==> src/sv/bdlp_pkg.sv <==
// Package for the button debouncer with long-press detection.
// Holds the beat payload types, the register map and the reset constants.
// No dependencies.
package bdlp_pkg;

  localparam int unsigned TimeW = 32;
  localparam int unsigned CfgW  = 16;
  localparam int unsigned AddrW = 3;
  localparam int unsigned DataW = 32;

  localparam logic [CfgW-1:0] DebounceReset = 16'd50;
  localparam logic [CfgW-1:0] HoldReset     = 16'd3000;

  typedef enum logic {
    REG_DEBOUNCE = 1'b0,
    REG_HOLD     = 1'b1
  } reg_idx_e;

  localparam logic LevelPressed  = 1'b0;
  localparam logic LevelReleased = 1'b1;

  typedef struct packed {
    logic             raw_level;
    logic [TimeW-1:0] now_ms;
  } in_t;

  typedef struct packed {
    logic press_event;
    logic long_hold;
  } out_t;

  typedef struct packed {
    logic [CfgW-1:0] debounce_ms;
    logic [CfgW-1:0] hold_ms;
  } cfg_t;

endpackage

==> src/sv/bdlp_core.sv <==
// Debounce and long-hold state with its single-pass update logic.
// Depends on bdlp_pkg for the payload and configuration types.
module bdlp_core (
  input  logic          clk_i,
  input  logic          rst_ni,
  input  logic          step_i,
  input  bdlp_pkg::in_t  in_i,
  input  bdlp_pkg::cfg_t cfg_i,
  output bdlp_pkg::out_t res_o
);
  import bdlp_pkg::*;

  logic             prev_raw_q, prev_raw_d;
  logic             deb_lvl_q, deb_lvl_d;
  logic [TimeW-1:0] change_stamp_q, change_stamp_d;
  logic [TimeW-1:0] hold_stamp_q, hold_stamp_d;
  logic             hold_flag_q, hold_flag_d;

  logic             changed;
  logic [TimeW-1:0] hold_stamp_eff;
  logic             hold_flag_eff;
  logic [TimeW-1:0] since_change;
  logic [TimeW-1:0] since_hold;
  logic             take_level;
  logic             press;

  always_comb begin
    changed        = in_i.raw_level != prev_raw_q;
    hold_stamp_eff = changed ? in_i.now_ms : hold_stamp_q;
    hold_flag_eff  = changed ? 1'b0 : hold_flag_q;
    since_change   = in_i.now_ms - change_stamp_q;
    since_hold     = in_i.now_ms - hold_stamp_eff;
    take_level     = !changed
                     && (since_change > {{(TimeW-CfgW){1'b0}}, cfg_i.debounce_ms})
                     && (in_i.raw_level != deb_lvl_q);
    press          = take_level && (in_i.raw_level == LevelPressed);

    prev_raw_d     = in_i.raw_level;
    change_stamp_d = changed ? in_i.now_ms : change_stamp_q;
    deb_lvl_d      = take_level ? in_i.raw_level : deb_lvl_q;

    if (press) begin
      hold_stamp_d = hold_stamp_eff;
      hold_flag_d  = hold_flag_eff;
    end else if (deb_lvl_d == LevelPressed) begin
      hold_stamp_d = hold_stamp_eff;
      hold_flag_d  = hold_flag_eff
                     || (since_hold >= {{(TimeW-CfgW){1'b0}}, cfg_i.hold_ms});
    end else begin
      hold_stamp_d = in_i.now_ms;
      hold_flag_d  = 1'b0;
    end

    res_o.press_event = press;
    res_o.long_hold   = hold_flag_d;
  end

  always_ff @(posedge clk_i or negedge rst_ni) begin
    if (!rst_ni) begin
      prev_raw_q     <= LevelReleased;
      deb_lvl_q      <= LevelReleased;
      change_stamp_q <= '0;
      hold_stamp_q   <= '0;
      hold_flag_q    <= 1'b0;
    end else if (step_i) begin
      prev_raw_q     <= prev_raw_d;
      deb_lvl_q      <= deb_lvl_d;
      change_stamp_q <= change_stamp_d;
      hold_stamp_q   <= hold_stamp_d;
      hold_flag_q    <= hold_flag_d;
    end
  end

`ifndef NO_ASSERTIONS
  // A released debounced level never carries the long-hold flag.
  assert property (@(posedge clk_i) disable iff (!rst_ni)
    (deb_lvl_q == LevelReleased) |-> !hold_flag_q)
    else $error("long-hold flag set while released");

  // A press event starts from a cleared long-hold flag.
  assert property (@(posedge clk_i) disable iff (!rst_ni)
    (step_i && press) |-> !res_o.long_hold)
    else $error("press event with long-hold flag set");

  // A raw level change restarts the debounce timer at the poll time.
  assert property (@(posedge clk_i) disable iff (!rst_ni)
    (step_i && changed) |=> (change_stamp_q == $past(in_i.now_ms)))
    else $error("change stamp not restarted");
`endif

endmodule

==> src/sv/button_debounce_long_press.sv <==
// Top level of the button debouncer with long-press detection.
// Holds the APB register file, the beat handshake and the result register.
// Depends on bdlp_pkg and bdlp_core.
//
//   Channel  Direction  Handshake                  Payload
//   in       receive    in_valid_i / in_stall_o    bdlp_pkg::in_t  (raw_level, now_ms)
//   out      send       out_valid_o / out_stall_i  bdlp_pkg::out_t (press_event, long_hold)
//   config   receive    psel / penable / pready    debounce_ms at 0x0, hold_ms at 0x4
//
// Each beat is processed combinationally and its result appears on the next cycle.
// One beat is accepted every cycle while the result register is free or being drained.
// in_stall_o is high only while a result is held and out_stall_i is high.
// Reset clears the state to released with both stamps at zero and the flag clear.
module button_debounce_long_press (
  input  logic                         clk_i,
  input  logic                         rst_ni,
  input  logic                         in_valid_i,
  output logic                         in_stall_o,
  input  bdlp_pkg::in_t                in_data_i,
  output logic                         out_valid_o,
  input  logic                         out_stall_i,
  output bdlp_pkg::out_t               out_data_o,
  input  logic                         psel,
  input  logic                         penable,
  input  logic                         pwrite,
  input  logic [bdlp_pkg::AddrW-1:0]   paddr,
  input  logic [bdlp_pkg::DataW-1:0]   pwdata,
  output logic [bdlp_pkg::DataW-1:0]   prdata,
  output logic                         pready
);
  import bdlp_pkg::*;

  cfg_t     cfg_q, cfg_d;
  out_t     res;
  out_t     out_data_q;
  logic     out_valid_q, out_valid_d;
  logic     in_accept;
  logic     cfg_write;
  reg_idx_e reg_idx;

  assign pready     = 1'b1;
  assign reg_idx    = reg_idx_e'(paddr[2]);
  assign cfg_write  = psel && penable && pwrite && pready;
  assign in_stall_o = out_valid_q && out_stall_i;
  assign in_accept  = in_valid_i && !in_stall_o;

  always_comb begin
    cfg_d = cfg_q;
    if (cfg_write) begin
      case (reg_idx)
        REG_DEBOUNCE: cfg_d.debounce_ms = pwdata[CfgW-1:0];
        REG_HOLD:     cfg_d.hold_ms     = pwdata[CfgW-1:0];
        default:      cfg_d = cfg_q;
      endcase
    end
  end

  always_comb begin
    case (reg_idx)
      REG_DEBOUNCE: prdata = {{(DataW-CfgW){1'b0}}, cfg_q.debounce_ms};
      REG_HOLD:     prdata = {{(DataW-CfgW){1'b0}}, cfg_q.hold_ms};
      default:      prdata = '0;
    endcase
  end

  always_comb begin
    out_valid_d = out_valid_q;
    if (in_accept) begin
      out_valid_d = 1'b1;
    end else if (!out_stall_i) begin
      out_valid_d = 1'b0;
    end
  end

  always_ff @(posedge clk_i or negedge rst_ni) begin
    if (!rst_ni) begin
      cfg_q.debounce_ms <= DebounceReset;
      cfg_q.hold_ms     <= HoldReset;
      out_valid_q       <= 1'b0;
    end else begin
      cfg_q       <= cfg_d;
      out_valid_q <= out_valid_d;
    end
  end

  always_ff @(posedge clk_i) begin
    if (in_accept) begin
      out_data_q <= res;
    end
  end

  bdlp_core u_core (
    .clk_i  (clk_i),
    .rst_ni (rst_ni),
    .step_i (in_accept),
    .in_i   (in_data_i),
    .cfg_i  (cfg_q),
    .res_o  (res)
  );

  assign out_valid_o = out_valid_q;
  assign out_data_o  = out_data_q;

`ifndef NO_ASSERTIONS
  // Every accepted beat leaves a result in the output register.
  assert property (@(posedge clk_i) disable iff (!rst_ni)
    in_accept |=> out_valid_o)
    else $error("accepted beat left no result");

  // A held result that is stalled blocks the input side.
  assert property (@(posedge clk_i) disable iff (!rst_ni)
    (out_valid_o && out_stall_i) |-> in_stall_o)
    else $error("input open while result is stalled");

  // A completed write to the debounce register lands on the next edge.
  assert property (@(posedge clk_i) disable iff (!rst_ni)
    (cfg_write && (reg_idx == REG_DEBOUNCE))
      |=> (cfg_q.debounce_ms == $past(pwdata[CfgW-1:0])))
    else $error("debounce register write lost");
`endif

endmodule

==> config.mk <==
export PLATFORM = sky130hd
export DESIGN_NAME = button_debounce_long_press
export DESIGN_NICKNAME = d
export VERILOG_FILES = /design/src/sv/bdlp_pkg.sv /design/src/sv/bdlp_core.sv /design/src/sv/button_debounce_long_press.sv
export SDC_FILE = /design/constraint.sdc
export NUM_CORES = 1
export LEC_CHECK = 0
export ABC_AREA = 1
export BUFFER_PORTS_ARGS = -buffer_cell sky130_fd_sc_hd__buf_2
export CAP_MARGIN = 10
export CELL_PAD_IN_SITES_DETAIL_PLACEMENT = 1
export CELL_PAD_IN_SITES_GLOBAL_PLACEMENT = 1
export CORE_ASPECT_RATIO = 1.2
export CORE_UTILIZATION = 46
export DETAILED_ROUTE_END_ITERATION = 6
export PLACE_DENSITY = 0.89
export SKIP_CTS_REPAIR_TIMING = 1
export SLEW_MARGIN = 0
export SYNTH_ARGS = -nofsm -noshare
export SYNTH_HDL_FRONTEND = slang
export SYNTH_SLANG_ARGS = --single-unit
==> constraint.sdc <==
create_clock -name clk_i -period 10.3 [get_ports clk_i]
set_input_delay 2.06 -clock clk_i [delete_from_list [all_inputs] [get_ports clk_i]]
set_output_delay 2.06 -clock clk_i [all_outputs]
set_load 0.05 [all_outputs]
# Word-level counts from Yosys, hierarchy flattened
# Cells that the tools add are included.
# word_totals
regBits,102
inputBits,75
wordCells,42
# classes
add_sub_neg,2
n_lt_le_gt_ge,2
eq_ne,3
muxes,10
bitwise,2
n_reduce_logical,13
# ops
op,count
32-bit 2-to-1 mux,3
32-bit case mux with 2 select lines,1
32-bit subtractor,2
32-bit by 16-bit greater-or-equal comparator with 1-bit output,1
32-bit by 16-bit greater-than comparator with 1-bit output,1
1-bit logical AND,7
1-bit 2-to-1 mux,6
2-bit AND reduction,3
1-bit zero test,2
1-bit inequality test,2
2-bit by 1-bit inequality test with 1-bit output (second input constant),1
1-bit NOT,2
1-bit logical OR,1

# Logic depth before layout (Yosys ltp)
# Gate-level depths: netlist of the first run.
# depth
ltp_word,7
depth_mapped,35
depth_no_buf,34

# By module
# A second synthesis of the first run with hierarchy kept.
# hier_totals
hier_cells,1775
hier_area_um2,10850.4
# modules_own_cells
mod,instances,cells_per_inst,area_per_inst_um2,seq_area_each_um2
bdlp_core,1,1554,9106.2,1679.1
button_debounce_long_press,1,221,1744.2,898.4

# Worst setup path after synthesis of the first run
# OpenSTA, ideal clock, no wires.
# synth_path
path_kind,input-to-output
startpoint,input port paddr[2] (netlist name)
endpoint,output port prdata[11] (netlist name)
arrival_ns,3.350
slack_ns,4.890
stages,2
path_buffers,1
cell_sequence,clkbuf_1 o21ai_0
# synth_via
elab_chain_cells,2
# synth_rtl
element,line,rtl
start: declaration,button_debounce_long_press.sv:26,"input logic [bdlp_pkg::AddrW-1:0] paddr,"
1-bit NOT (no line),-,
32-bit case mux with 2 select lines *,button_debounce_long_press.sv:59,case (reg_idx)
end: declaration,button_debounce_long_press.sv:28,"output logic [bdlp_pkg::DataW-1:0] prdata,"
# Every way passes the cells marked *; elsewhere a longest branch is shown, timed or not. The select of a mux whose other input is x is not followed.

# Worst setup path after layout of the first run
# layout_path
startpoint,input port in_data_i[32] (netlist name)
endpoint,"register out_data_q, in the netlist out_data_o[0], data pin"
# layout_via
elab_chain_cells,7
word_cells_on_any_way,15
# layout_rtl
element,line,rtl
start: declaration,button_debounce_long_press.sv:19,"input bdlp_pkg::in_t in_data_i,"
1-bit inequality test,bdlp_core.sv:28,changed = in_i.raw_level != prev_raw_q;
32-bit 2-to-1 mux / 1-bit zero test (equally long branches),"bdlp_core.sv:29, bdlp_core.sv:33",
32-bit subtractor / 1-bit logical AND (equally long branches),"bdlp_core.sv:32, bdlp_core.sv:34",
32-bit by 16-bit greater-or-equal comparator with 1-bit output / 1-bit logical AND (equally long branches),"bdlp_core.sv:48, bdlp_core.sv:35",
1-bit logical OR / 1-bit 2-to-1 mux (equally long branches),"bdlp_core.sv:48, bdlp_core.sv:40",
1-bit 2-to-1 mux,bdlp_core.sv:45,end else if (deb_lvl_d == LevelPressed) begin
1-bit 2-to-1 mux *,bdlp_core.sv:42,if (press) begin
via u_core.hold_flag_d,bdlp_core.sv:17,"logic hold_flag_q, hold_flag_d;"
end signal: assignment,button_debounce_long_press.sv:88,out_data_q <= res;
end: declaration,button_debounce_long_press.sv:35,out_t out_data_q;
# Mark *: on every way through the listed nets, which the timed path passes. The rest lies on a longest branch.
# A chain may end at the register's enable or synchronous reset.

==> results of run 1 <==
[critical path: cells and delay by family]
| family | cells | cell delay [ps] |
|---|---|---|
| adders and majority gates | 3 | 720 |
| and+or+nand+nor | 19 | 2270 |
| xor gates and xnor gates | 1 | 160 |
| buffers and inverters | 6 | 850 |
| AOI/OAI and AO/OA | 3 | 390 |
[through the flow]
stage                     setup slack, ps  hold WS, ps  util [%]
final                                3950          483      50.6
after global placement               3870          456      49.1
after CTS                            4010          484      50.6
after detailed placement             3640          461      49.1
after global routing                 3700          501      50.6
after floorplan                      4890          444         -
[cell families (layout without fill, tap and decap cells)]
| kind of cell | Yosys count | after routing | share of synthesized area (%) |
|---|---|---|---|
| AND/OR/NAND/NOR | 888 | 888 | 36.8 |
| buffers and inverters | 324 | 365 | 12.7 |
| AO/OA/AOI/OAI | 261 | 261 | 13.3 |
| flip-flops | 102 | 102 | 24.5 |
| adder cells (fa/ha/maj) | 85 | 85 | 10.2 |
| XOR/XNOR | 30 | 30 | 2.50 |
| other | 2 | 17 | 0.0713 |
[synthesized netlist by cell type, drive strengths merged, types with 11 or more instances]
cell type	n	area share, %
a21oi	85	4.2
buf	30	2.2
clkbuf	25	0.89
dfrtp	88	21
dfstp	12	3.0
ha	84	10
inv	268	9.6
nand2	569	21
nand3	147	7.8
nand4	18	1.1
nor2	120	4.8
nor3	22	1.1
o21a	11	0.78
o21ai	146	7.0
xor2	24	2.0
[cell type report]
type	instances	area share, %
Clock inverter	6	0.639
Inverter	269	8.90
Clock buffer	10	2.20
Timing Repair Buffer	80	3.64
Sequential cell	102	22.7
Multi-Input combinational cell	1281	58.8
Tap cell	279	3.08
[worst min-delay path by stage]
stage	depth (start not counted)	slack (ps)	start	end
3_3_place_gp	2	460	u_core.hold_stamp_q[23]$_DFFE_PN0P_	u_core.hold_stamp_q[23]$_DFFE_PN0P_
4_1_cts	2	480	u_core.hold_stamp_q[22]$_DFFE_PN0P_	u_core.hold_stamp_q[22]$_DFFE_PN0P_
3_5_place_dp	2	460	u_core.hold_stamp_q[22]$_DFFE_PN0P_	u_core.hold_stamp_q[22]$_DFFE_PN0P_
5_1_grt	2	500	u_core.hold_stamp_q[28]$_DFFE_PN0P_	u_core.hold_stamp_q[28]$_DFFE_PN0P_
6_report	2	480	u_core.hold_stamp_q[22]$_DFFE_PN0P_	u_core.hold_stamp_q[22]$_DFFE_PN0P_
2_1_floorplan	2	440	u_core.hold_stamp_q[12]$_DFFE_PN0P_	u_core.hold_stamp_q[12]$_DFFE_PN0P_
[state kept, by name (all words and copies together) (netlist names)]
name and count:
cfg_q 32, out_data_o 2, out_valid_o 1, u_core.change_stamp_q 32
u_core.deb_lvl_q 1, u_core.hold_flag_q 1, u_core.hold_stamp_q 32, u_core.prev_raw_q 1
[report_power, final]
| part | internal (mW) | switching, mW | total [mW] | leakage [nW] |
|---|---|---|---|---|
| sequential | 0.498 | 0.0744 | 0.573 | 1.23 |
| clock | 0.188 | 0.193 | 0.381 | 0.157 |
| combinational | 0.473 | 0.991 | 1.46 | 4.83 |
[layout by cell type (no fill, tap or decap), drive strengths merged, types with 12 or more instances in the layout]
| cell | n |
|---|---|
| buf | 80 |
| dfstp | 12 |
| nand4 | 18 |
| inv | 270 |
| nor2 | 120 |
| nor3 | 22 |
| dfrtp | 88 |
| xor2 | 24 |
| o21ai | 146 |
| nand2 | 569 |
| ha | 84 |
| conb | 17 |
| a21oi | 85 |
| nand3 | 147 |
[metal layers]
metal / global-route usage, % / vias to the layer above
met5: 0 / -
met4: 12.9 / 0
met3: 4.00 / 80
met2: 59.8 / 267
met1: 38.3 / 5524
li1: - / 5441
==> metrics.cfg, run 1 <==
[worst_hold_path]
min_path_type=reg -> reg

[timing]
setup_viol=0
rsz0062_at_grt=false
slew_headroom_pct=26.4
max_freq_mhz=157
setup_tns_ps=0
skew_ps=16.3
hold_violations=0
tightest_slew_ps=1100
post-route-min-period_ps=6350
finalCritPeriodShare_pct=61.7
drv_slew=0

[power]
totalPowerFinal_mw=2.42
ir_worst_vdd_mv=0.0949
cellLeakagePower_nw=6.22
pwr_density_cell_nw_per_um2=213

[layout]
design_area_sq_um=11400
seq_area_sq_um=2580
multi_input_area_sq_um=6680
drive_above_1_share_pct=10.4
layout.filler_cells=3170
final_cells=2027
num_antenna_cells=0
nets=1903
area_delta_synth_final_pct=7.81

[yosys]
synth_edf_count=2
synth-seq-cells=102
synthArstFlopShare_pct=98.0
ys_types=46
ys.flop_type=dfrtp_1
yosysSeqAreaShare_pct=24.5
avgSynthCellArea_sq_um=6.22
synth_area_sq_um=10500
netlist_instances=1692
yosysWarnings=0

[worst_setup_path]
slowest_delay_ps=430
crit_type=in -> reg
crit_fanout=26
r2r-end=out_data_o[0]$_DFFE_PP_
critPathArrivalTime_ps=6490
crit_slowest_cell=nand2_1
timing.critical_path.mode_cell=nand2_1
crit_path_end=out_data_o[0]$_DFFE_PP_
crit_path_start_kind=input pin
timing.rr.start=u_core.prev_raw_q$_DFFE_PN1P_
ff2ff_setup_slack_ps=5270
crit_start=in_data_i[32]
cp-end-kind=flop
cp_data_required_time_ps=10430
r2r_cells=30

[route]
wl_met2_um=19000
top_layer=met4
drtPass1Iterations=5
postRouteAntennaNets=0
met3RoutedLength_um=1400
avgViaCountPerCell=5.58
avgRoutedWirePerCell_um=18.4
drt_iter0_markers=539
via_count=11300
routed_wl_um=37200
wl_met1_um=15600
drc=0

[floorplan]
initial_core_util_pct=46.9
die-height_um=168
fp.dieW_um=140
dieArea_sq_um=23500
num_io_pins=112
core_area_sq_um=22400
core.rowCount=60

[clocking]
cts-root-buf=clkbuf_16
cts_tree=built
clock-sinks=102
h-tree-depth=3
cts_buffers=9
clk_path_buf_depth=2
clkSlewWorstSetupHoldPaths_ps=90
clock_latency_ps=380

[place]
port_buffers=76
dp_hpwl_um=29800
finalWeightedCongestion=0.960
dp_cells=2011
postPlaceCellArea_sq_um=11000

[grt]
grt.total_usage_pct=32.6
grt_pass1_vias=11900
overflow=0
grt_max_degree=68
grt_pass1_wl_um=60100
antenna_found_initial=0

[status]
status=finished clean

[run]
maxCapViolations=0

(Power assumes the default switching activity.)
==> run 2: changes to the inputs <==
--- a/config.mk
+++ b/config.mk
@@ -11,9 +11,9 @@
 export CELL_PAD_IN_SITES_DETAIL_PLACEMENT = 1
 export CELL_PAD_IN_SITES_GLOBAL_PLACEMENT = 1
 export CORE_ASPECT_RATIO = 1.2
-export CORE_UTILIZATION = 46
+export CORE_UTILIZATION = 43
 export DETAILED_ROUTE_END_ITERATION = 6
-export PLACE_DENSITY = 0.89
+export PLACE_DENSITY = 0.84
 export SKIP_CTS_REPAIR_TIMING = 1
 export SLEW_MARGIN = 0
 export SYNTH_ARGS = -nofsm -noshare
==> constraint.sdc (replaced) <==
create_clock -name clk_i -period 6.1 [get_ports clk_i]
set_input_delay 1.22 -clock clk_i [delete_from_list [all_inputs] [get_ports clk_i]]
set_output_delay 1.22 -clock clk_i [all_outputs]
set_load 0.05 [all_outputs]
==> run 2 against run 1 <==
  * Clock power increased by 63%
  * Sequential power increased by 68%
  * Sequential share of layout area decreased by 0.13 points
  * Register-to-register slack got worse by 3900 ps
  * Power increased by 66%
  * Via count decreased by 1.2%
  * Combinational power increased by 66%
  * Critical path depth decreased by 2
  * Largest cell class unchanged
==> metrics.cfg, run 2 (synthesis results as in run 1) <==
[status]
status=finished clean

[power]
ir_worst_vdd_mv=0.149
cellLeakagePower_nw=6.23
pwr_density_cell_nw_per_um2=351

[timing]
setup_viol=0
finalCritPeriodShare_pct=84.9
setup_tns_ps=0
rsz0062_at_grt=false
slew_headroom_pct=24.7
tightest_slew_ps=1130
post-route-min-period_ps=5180
hold_violations=0
max_freq_mhz=193
drv_slew=0
skew_ps=11.3

[route]
routed_wl_um=36400
avgRoutedWirePerCell_um=17.5
postRouteAntennaNets=0
drtPass1Iterations=5
via_count=11200
drc=0
avgViaCountPerCell=5.39
drt_iter0_markers=573

[worst_setup_path]
slowest_delay_ps=380
cp-end-kind=flop
crit_fanout=6
critPathBufInv=5
cp_top_family=simple AND/OR/NAND/NOR gates
timing.critical_path.mode_cell=nand2_1
crit_path_start_kind=input pin
ff2ff_setup_slack_ps=1350
crit_type=in -> reg
critPathArrivalTime_ps=5310
cp_data_required_time_ps=6230
crit_slowest_cell=o21ai_0

[floorplan]
initial_core_util_pct=43.9
fp.dieW_um=145
num_io_pins=112
die-height_um=173
core.rowCount=62
dieArea_sq_um=25100
core_area_sq_um=24000

[run]
maxCapViolations=0

[layout]
final_common_cell=nand2_1
design_area_sq_um=11400
layout_common_cells=543 x nand2_1, 259 x inv_1, 134 x o21ai_0
drive_above_1_share_pct=10.7
nets=1908
num_antenna_cells=0
area_delta_synth_final_pct=8.42
top_regs=cfg_q: 32 flops, u_core.change_stamp_q: 32 flops, u_core.hold_stamp_q: 32 flops
layout.filler_cells=3359

[clocking]
clkSlewWorstSetupHoldPaths_ps=80
cts_tree=built
clock_latency_ps=380
clock-sinks=102
h-tree-depth=3
clk_path_buf_depth=2
cts-root-buf=clkbuf_16
cts_buffers=9

[place]
finalWeightedCongestion=0.940
dp_hpwl_um=29800
postPlaceCellArea_sq_um=11100
port_buffers=76

[grt]
grt_max_degree=65
grt.total_usage_pct=30.2
grt_pass1_wl_um=58600
grt_pass1_vias=11600
overflow=0
antenna_found_initial=0

[worst_hold_path]
min_path_type=reg -> reg

==> run 2: final cells by class <==
cell class / count / area [sq um] / area share (%)
multi-input combinational: 1281 / 6680 / 58.5
inverter: 269 / 1010 / 8.84
tap: 320 / 400 / 3.51
clock buffer: 9 / 225 / 1.97
sequential: 102 / 2580 / 22.6
timing repair buffer: 85 / 450 / 3.95
clock inverter: 7 / 73.8 / 0.647
==> run 2: final timing paths <==
kind / end / cells after the start / from
max: out_data_o[0]$_DFFE_PP_ / 30 / in_data_i[32]
min: u_core.hold_stamp_q[24]$_DFFE_PN0P_ / 2 / u_core.hold_stamp_q[24]$_DFFE_PN0P_
max reg2reg: out_data_o[0]$_DFFE_PP_ / 29 / u_core.prev_raw_q$_DFFE_PN1P_
min reg2reg: u_core.hold_stamp_q[24]$_DFFE_PN0P_ / 2 / u_core.hold_stamp_q[24]$_DFFE_PN0P_
max in group asynchronous: u_core.hold_flag_q$_DFFE_PN0P_ / 2 / rst_ni
min in group asynchronous: cfg_q[1]$_DFFE_PN0P_ / 1 / rst_ni
==> run 2: worst reg2reg max path, delay by kind of cell, from the launching register on <==
family / cells / cell delay [ps]
buf+inv: 4 / 290
xor+xnor: 1 / 240
simple gates: 18 / 2110
fa+ha+maj: 3 / 710
flops: 1 / 550
compound gates: 3 / 600
==> run 2: stage by stage <==
step	util (%)	power (mW)	hold slack (ps)	std cells	worst slack (ps)
2_1_floorplan	-	2.72	444	1707	1740
3_3_place_gp	46.4	3.26	456	2057	804
3_5_place_dp	46.4	3.37	461	2057	595
4_1_cts	47.6	4.00	483	2073	987
5_1_grt	47.6	4.36	500	2073	638
6_report	47.6	4.01	481	2073	920
==> run 2: routing by layer <==
metal / vias to the layer above / GRT usage, % / wire length [um]
met2: 218 / 52.8 / 18000
met3: 71 / 3.07 / 1150
met5: - / 0 / 0
li1: 5461 / - / -
met1: 5427 / 37.9 / 16200
met4: 0 / 11.2 / 1060
==> run 2: power by group <==
group          internal (mW)  total (mW)  switching, mW
Clock                  0.293       0.621          0.328
Combinational          0.797        2.42           1.63
Sequential             0.841       0.962          0.121
